--- config.mk ---
export PLATFORM = sky130hd
export DESIGN_NAME = particle_sensor_frame_parser
export DESIGN_NICKNAME = d
export VERILOG_FILES = /design/src/hw/rtl/psfp_pkg.sv /design/src/hw/rtl/psfp_frame_check.sv /design/src/hw/rtl/psfp_out_reg.sv /design/src/hw/rtl/particle_sensor_frame_parser.sv
export SDC_FILE = /design/constraint.sdc
export NUM_CORES = 1
export LEC_CHECK = 0
export CORE_ASPECT_RATIO = 1.4
export CORE_MARGIN = 1.5
export CORE_UTILIZATION = 50
export CTS_BUF_LIST = sky130_fd_sc_hd__clkbuf_4
export CTS_CLUSTER_DIAMETER = 30
export DETAILED_ROUTE_END_ITERATION = 12
export DONT_BUFFER_PORTS = 1
export PLACE_DENSITY_LB_ADDON = 0.05
export REMOVE_ABC_BUFFERS = 1
export SLEW_MARGIN = 20
export SYNTH_ARGS = -nofsm -noshare
export SYNTH_HDL_FRONTEND = slang
export SYNTH_SLANG_ARGS = --single-unit
--- constraint.sdc ---
create_clock -name clk -period 6.25 [get_ports clk]
set_input_delay 0.625 -clock clk [delete_from_list [all_inputs] [get_ports clk]]
set_output_delay 0.625 -clock clk [all_outputs]
set_load 0.05 [all_outputs]
--- src/hw/rtl/psfp_pkg.sv ---
// Package with frame constants, status codes and the result struct of the frame parser.
package psfp_pkg;

	localparam logic [7:0] HDR_BYTE0 = 8'h16;
	localparam logic [7:0] HDR_BYTE1 = 8'h11;
	localparam logic [7:0] HDR_BYTE2 = 8'h0B;

	localparam int unsigned POS_W = 5;
	localparam logic [POS_W-1:0] HDR_LEN      = 5'd3;
	localparam logic [POS_W-1:0] DUTY_HI_POS  = 5'd5;
	localparam logic [POS_W-1:0] DUTY_LO_POS  = 5'd6;
	localparam logic [POS_W-1:0] FRAME_LAST_POS = 5'd19;

	localparam logic [1:0] STATUS_GOOD     = 2'd0;
	localparam logic [1:0] STATUS_HDR_ERR  = 2'd1;
	localparam logic [1:0] STATUS_CSUM_ERR = 2'd2;

	localparam logic [15:0] PM_SAT_WIDE = 16'd1000;
	localparam logic [9:0]  PM_SAT      = 10'd1000;

	typedef struct packed {
		logic        emit;
		logic [1:0]  status;
		logic [15:0] duty;
		logic [9:0]  pm;
	} psfp_result_t;

endpackage

--- src/hw/rtl/psfp_frame_check.sv ---
// Frame tracker: byte position, running sum, duty bytes and the per-byte verdict.
module psfp_frame_check (
	input  logic                 clk,
	input  logic                 arst_n,
	input  logic                 valid_s1,
	input  logic [7:0]           byte_s1,
	input  logic                 advance,
	output psfp_pkg::psfp_result_t result
);
	import psfp_pkg::*;

	logic [POS_W-1:0] pos_q;
	logic [7:0]       sum_q;
	logic [7:0]       duty_hi_q;
	logic [7:0]       duty_lo_q;

	logic [7:0]  new_sum;
	logic [7:0]  hdr_expect;
	logic [15:0] raw;
	logic        restart;

	always_comb begin
		new_sum = sum_q + byte_s1;
		raw     = {duty_hi_q, duty_lo_q};
		case (pos_q[1:0])
			2'd0:    hdr_expect = HDR_BYTE0;
			2'd1:    hdr_expect = HDR_BYTE1;
			default: hdr_expect = HDR_BYTE2;
		endcase
		result.emit   = 1'b0;
		result.status = STATUS_GOOD;
		result.duty   = '0;
		result.pm     = '0;
		restart       = 1'b0;
		if (pos_q < HDR_LEN) begin
			if (byte_s1 != hdr_expect) begin
				result.emit   = valid_s1;
				result.status = STATUS_HDR_ERR;
				restart       = 1'b1;
			end
		end else if (pos_q >= FRAME_LAST_POS) begin
			// checksum byte closes the frame either way
			result.emit = valid_s1;
			restart     = 1'b1;
			if (new_sum != 8'd0) begin
				result.status = STATUS_CSUM_ERR;
			end else begin
				result.duty = raw;
				result.pm   = (raw > PM_SAT_WIDE) ? PM_SAT : raw[9:0];
			end
		end
	end

	always_ff @(posedge clk or negedge arst_n) begin
		if (!arst_n) begin
			pos_q     <= '0;
			sum_q     <= '0;
			duty_hi_q <= '0;
			duty_lo_q <= '0;
		end else if (advance) begin
			if (restart) begin
				pos_q <= '0;
				sum_q <= '0;
			end else begin
				pos_q <= pos_q + 5'd1;
				sum_q <= new_sum;
			end
			if (pos_q == DUTY_HI_POS) duty_hi_q <= byte_s1;
			if (pos_q == DUTY_LO_POS) duty_lo_q <= byte_s1;
		end
	end

endmodule

--- src/hw/rtl/psfp_out_reg.sv ---
// Result register that holds a verdict until the receiver takes it.
module psfp_out_reg (
	input  logic                  clk,
	input  logic                  arst_n,
	input  logic                  load,
	input  psfp_pkg::psfp_result_t result,
	input  logic                  res_ready,
	output logic                  res_valid,
	output logic [1:0]            frame_status,
	output logic [15:0]           duty_word,
	output logic [9:0]            pm_half_units
);
	import psfp_pkg::*;

	logic        valid_q;
	logic [1:0]  status_q;
	logic [15:0] duty_q;
	logic [9:0]  pm_q;

	always_ff @(posedge clk or negedge arst_n) begin
		if (!arst_n) begin
			valid_q <= 1'b0;
		end else if (load) begin
			valid_q <= 1'b1;
		end else if (res_ready) begin
			valid_q <= 1'b0;
		end
	end

	always_ff @(posedge clk) begin
		if (load) begin
			status_q <= result.status;
			duty_q   <= result.duty;
			pm_q     <= result.pm;
		end
	end

	assign res_valid     = valid_q;
	assign frame_status  = status_q;
	assign duty_word     = duty_q;
	assign pm_half_units = pm_q;

endmodule

--- src/hw/rtl/particle_sensor_frame_parser.sv ---
// Top level of the particle sensor serial frame parser.
// Usage:
//   rx channel  (rx_valid / rx_ready / rx_byte): one received serial byte per request.
//   res channel (res_valid / res_ready / frame_status, duty_word, pm_half_units):
//     one verdict per frame, or one per rejected header byte.
//   A frame is 20 bytes: header 0x16 0x11 0x0B, sixteen payload bytes, and a checksum
//   byte that makes the 8-bit sum of the frame zero. Payload bytes give no result.
//   On a good frame duty_word is bytes 5 and 6 big-endian and pm_half_units is
//   duty_word saturated at 1000; both read zero on a header or checksum error.
//   A mismatching header byte is dropped, not taken as the start of a new frame.
// Timing:
//   Throughput is one byte per cycle while no result waits on res_ready. A byte
//   accepted sits in the input register and is judged there; its result loads the
//   result register when the byte advances, which raises res_valid.
// Stall:
//   While res_ready is low, the result register holds. Payload bytes keep flowing;
//   a byte that closes a frame or breaks a header waits in the input register, and
//   rx_ready drops until the pending result is taken.
// Reset:
//   arst_n clears position, running sum, duty bytes and both valid flags at once.
module particle_sensor_frame_parser (
	input  logic        clk,
	input  logic        arst_n,
	input  logic        rx_valid,
	output logic        rx_ready,
	input  logic [7:0]  rx_byte,
	output logic        res_valid,
	input  logic        res_ready,
	output logic [1:0]  frame_status,
	output logic [15:0] duty_word,
	output logic [9:0]  pm_half_units
);
	import psfp_pkg::*;

	logic         valid_s1;
	logic [7:0]   byte_s1;
	logic         advance;
	psfp_result_t result;

	// Advance the held byte unless it has a result, the result register is full and res_ready is low.
	assign advance  = valid_s1 && (!result.emit || !res_valid || res_ready);
	assign rx_ready = !valid_s1 || advance;

	// Input register: hold the request until the tracker consumes it.
	always_ff @(posedge clk or negedge arst_n) begin
		if (!arst_n) begin
			valid_s1 <= 1'b0;
		end else if (rx_ready) begin
			valid_s1 <= rx_valid;
		end
	end

	always_ff @(posedge clk) begin
		if (rx_valid && rx_ready) begin
			byte_s1 <= rx_byte;
		end
	end

	psfp_frame_check u_check (
		.clk      (clk),
		.arst_n   (arst_n),
		.valid_s1 (valid_s1),
		.byte_s1  (byte_s1),
		.advance  (advance),
		.result   (result)
	);

	psfp_out_reg u_out (
		.clk           (clk),
		.arst_n        (arst_n),
		.load          (advance && result.emit),
		.result        (result),
		.res_ready     (res_ready),
		.res_valid     (res_valid),
		.frame_status  (frame_status),
		.duty_word     (duty_word),
		.pm_half_units (pm_half_units)
	);

endmodule

==> results.json <==
{
  "yosys_warnings": 0,
  "cp-end-kind": "register",
  "rsz0062_at_grt": "no",
  "yosysSeqAreaShare": 0.604,
  "layout.nets": 262,
  "ios": 42,
  "cts.sinks": 67,
  "cts_setup_buffers": 0,
  "htreeDepth": 3,
  "num_rows": 33,
  "placed_area_um2": 3150,
  "netlist_area_um2": 3070,
  "drive_above_1_share": 0.128,
  "place_hpwl_um": 4140,
  "synth_edf_count": 36,
  "finalSetupTns_ps": 0,
  "cts_resized": 0,
  "start_kind": "register",
  "layout_min_cycle_time_ps": 3470,
  "setup_viol": 0,
  "antenna_found_initial": 0,
  "layout_commonest_cell": "edfxtp_1",
  "clock_latency_ps": 420,
  "syn2layout_area_growth_pct": 7.69,
  "wl_per_cell_um": 18.3,
  "hold_violations": 0,
  "skew_ps": 11.7,
  "path_max_fanout": 22,
  "maxCapViolCount": 0,
  "maxSlewViolCount": 0,
  "clockBufferDepth": 2,
  "status": "completed",
  "peakVddDrop_uv": 151,
  "rrSetupSlack_ps": 2780,
  "reg2reg_depth": 8,
  "powerDensity_nw_per_um2": 258,
  "postRouteAntennaNets": 0,
  "cts_tree": "yes",
  "clk_pin_slew_worst_paths_ps": 110,
  "avgSynthCellArea_um2": 13.4,
  "drtIter0Drc": 127,
  "dieHeight_um": 95.8,
  "crit_arrival_ps": 3760,
  "grt_pass1_vias": 1923,
  "async_reset_ff_frac": 0.463,
  "cp_data_required_time_ps": 6530,
  "grt_max_degree": 32,
  "gp_congestion": 0.821,
  "port-buffer-count": 0,
  "clock-root-buffer": "clkbuf_4",
  "grt_overflow": 0,
  "start_util": 0.521,
  "power_frac_clock": 0.328,
  "grt_pass1_wl_um": 9630,
  "synth.distinct_cells": 50,
  "clock.fmax_mhz": 288,
  "fin_area_um2": 3310,
  "core_um2": 5900,
  "comb_power_share": 0.049,
  "critPathLaunch": "byte_s1[0]$_DFFE_PP_",
  "final_cell_mix": "edfxtp_1 (36), dfrtp_1 (31), and2_1 (24)",
  "power.switching_w": 0.000229,
  "min_path_type": "in2async",
  "die_x_um": 69.3,
  "switching_share": 0.268,
  "grt_use_total": 0.191,
  "slew-limit-headroom": 0.378,
  "rr_endpoint": "u_out.duty_word[6]$_SDFFCE_PP0P_",
  "die_area_um2": 6630,
  "p_int_w": 0.000625,
  "placed_cells": 296,
  "via_per_inst": 5.98,
  "r2r-start": "byte_s1[0]$_DFFE_PP_",
  "worstSetupPathType": "reg2reg",
  "power.leakage_nw": 1.46,
  "worst_pin_slew_ps": 927,
  "synthCells": 229,
  "fin_crit_sh": 0.556,
  "seq_power_share": 0.624,
  "cts_inserted_buffers": 9,
  "first_pass_iters": 4,
  "remaining_drc_errors": 0,
  "synth_ff_type": "edfxtp_1",
  "antenna_cells": 0,
  "vias": 1873,
  "totalWireLength_um": 5740,
  "ys_ff_latch": 67,
  "endpoint": "u_out.duty_word[6]$_SDFFCE_PP0P_",
  "utilization": 0.561,
  "fin_cells": 313
}
cell usage after synthesis, drive strengths merged, types with 2 or more instances:
cell / n / area share
nand2: 10 / 0.012
edfxtp: 36 / 0.35
a211oi: 3 / 0.0090
nor3: 2 / 0.0033
nand3: 4 / 0.0065
a21o: 5 / 0.012
nor4: 4 / 0.0081
a41oi: 2 / 0.0057
mux2: 16 / 0.059
nor3b: 4 / 0.0098
and2: 24 / 0.049
o21ai: 9 / 0.015
dfrtp: 31 / 0.25
inv: 5 / 0.0061
a21oi: 2 / 0.0033
or3: 3 / 0.0061
nor2: 10 / 0.012
clkbuf: 2 / 0.0024
xor2: 3 / 0.0085
ha: 11 / 0.045
nand2b: 2 / 0.0041
a211o: 2 / 0.0057
o21a: 9 / 0.022
buf: 2 / 0.0041
a22o: 8 / 0.023
what timing repair did:
item	CTS	global route
hold endpoints to repair	31	0
hold buffers	1	0
setup endpoints to repair	0	0
layer usage:
layer | wire length [µm] | share of wire | global-route usage | up-vias
met5 | 0 | 0 | 0 | -
met4 | 203 | 0.035 | 0.124 | 0
met3 | 196 | 0.034 | 0.0387 | 15
met2 | 2980 | 0.52 | 0.336 | 59
met1 | 2360 | 0.41 | 0.211 | 917
li1 | - | - | - | 882
critical path, cell delays in order, from the launching register on:
cell and delay [ps]:
edfxtp_1 480, ha_1 270, fa_1 420, xor2_1 200
or3_1 350, a21oi_1 130, or4b_4 490, nor4b_4 780
and2_1 230
power groups by stage:
stage,registers [W],logic (W),clock network [W]
3_5_place_dp,0.000543,0.0000367,0
3_3_place_gp,0.000542,0.0000354,0
4_1_cts,0.000534,0.0000424,0.000286
5_1_grt,0.000535,0.0000467,0.000308
6_report,0.000533,0.0000417,0.000280
2_1_floorplan,0.000539,0.0000280,0
worst min path at each step:
stage                                                  end  startpoint  slack [ps]
after detailed placement      u_check.sum_q[3]$_DFFE_PN0P_      arst_n         330
after global routing          u_check.sum_q[3]$_DFFE_PN0P_      arst_n           5
final                     u_check.duty_lo_q[1]$_DFFE_PN0P_      arst_n          10
after floorplan           u_check.duty_hi_q[0]$_DFFE_PN0P_      arst_n         330
after CTS                     u_check.sum_q[3]$_DFFE_PN0P_      arst_n          10
after global placement        u_check.sum_q[3]$_DFFE_PN0P_      arst_n         330
area by class of cell:
type,count,area (µm²)
fillers,498,2590
flip-flops and latches,67,1860
multi-input cells,153,1180
well taps,70,87.6
clock buffers,11,82.6
clock inverters,5,53.8
repair buffers,2,27.5
inverters,5,18.8
kinds of logic (layout without fill, tap and decap cells):
kind of cell / after synthesis / in the layout / share of synthesized area
muxes: 16 / 16 / 0.0586
xor gates and xnor gates: 4 / 4 / 0.0114
buffers and inverters: 9 / 23 / 0.0126
AOI/OAI and AO/OA: 51 / 51 / 0.128
and+or+nand+nor: 70 / 70 / 0.134
adders and majority gates: 12 / 12 / 0.0513
DFF: 67 / 67 / 0.604
registers in the layout, summed over array words and instances, names as in the netlist:
register / flops
u_out.duty_word: 16
u_out.pm_half_units: 10
byte_s1: 8
u_check.duty_hi_q: 8
u_check.duty_lo_q: 8
u_check.sum_q: 8
u_check.pos_q: 5
u_out.frame_status: 2
u_out.res_valid: 1
valid_s1: 1
through the flow:
step                hold slack, ps  setup WS [ps]  power (W)
global placement               330           2910   0.000578
floorplan                      329           2360   0.000567
CTS                           11.9           2750   0.000862
detailed placement             330           2790   0.000580
finish                        12.9           2780   0.000855
global route                  5.03           2570   0.000890
No activity file was read; power rests on OpenSTA's default activity.
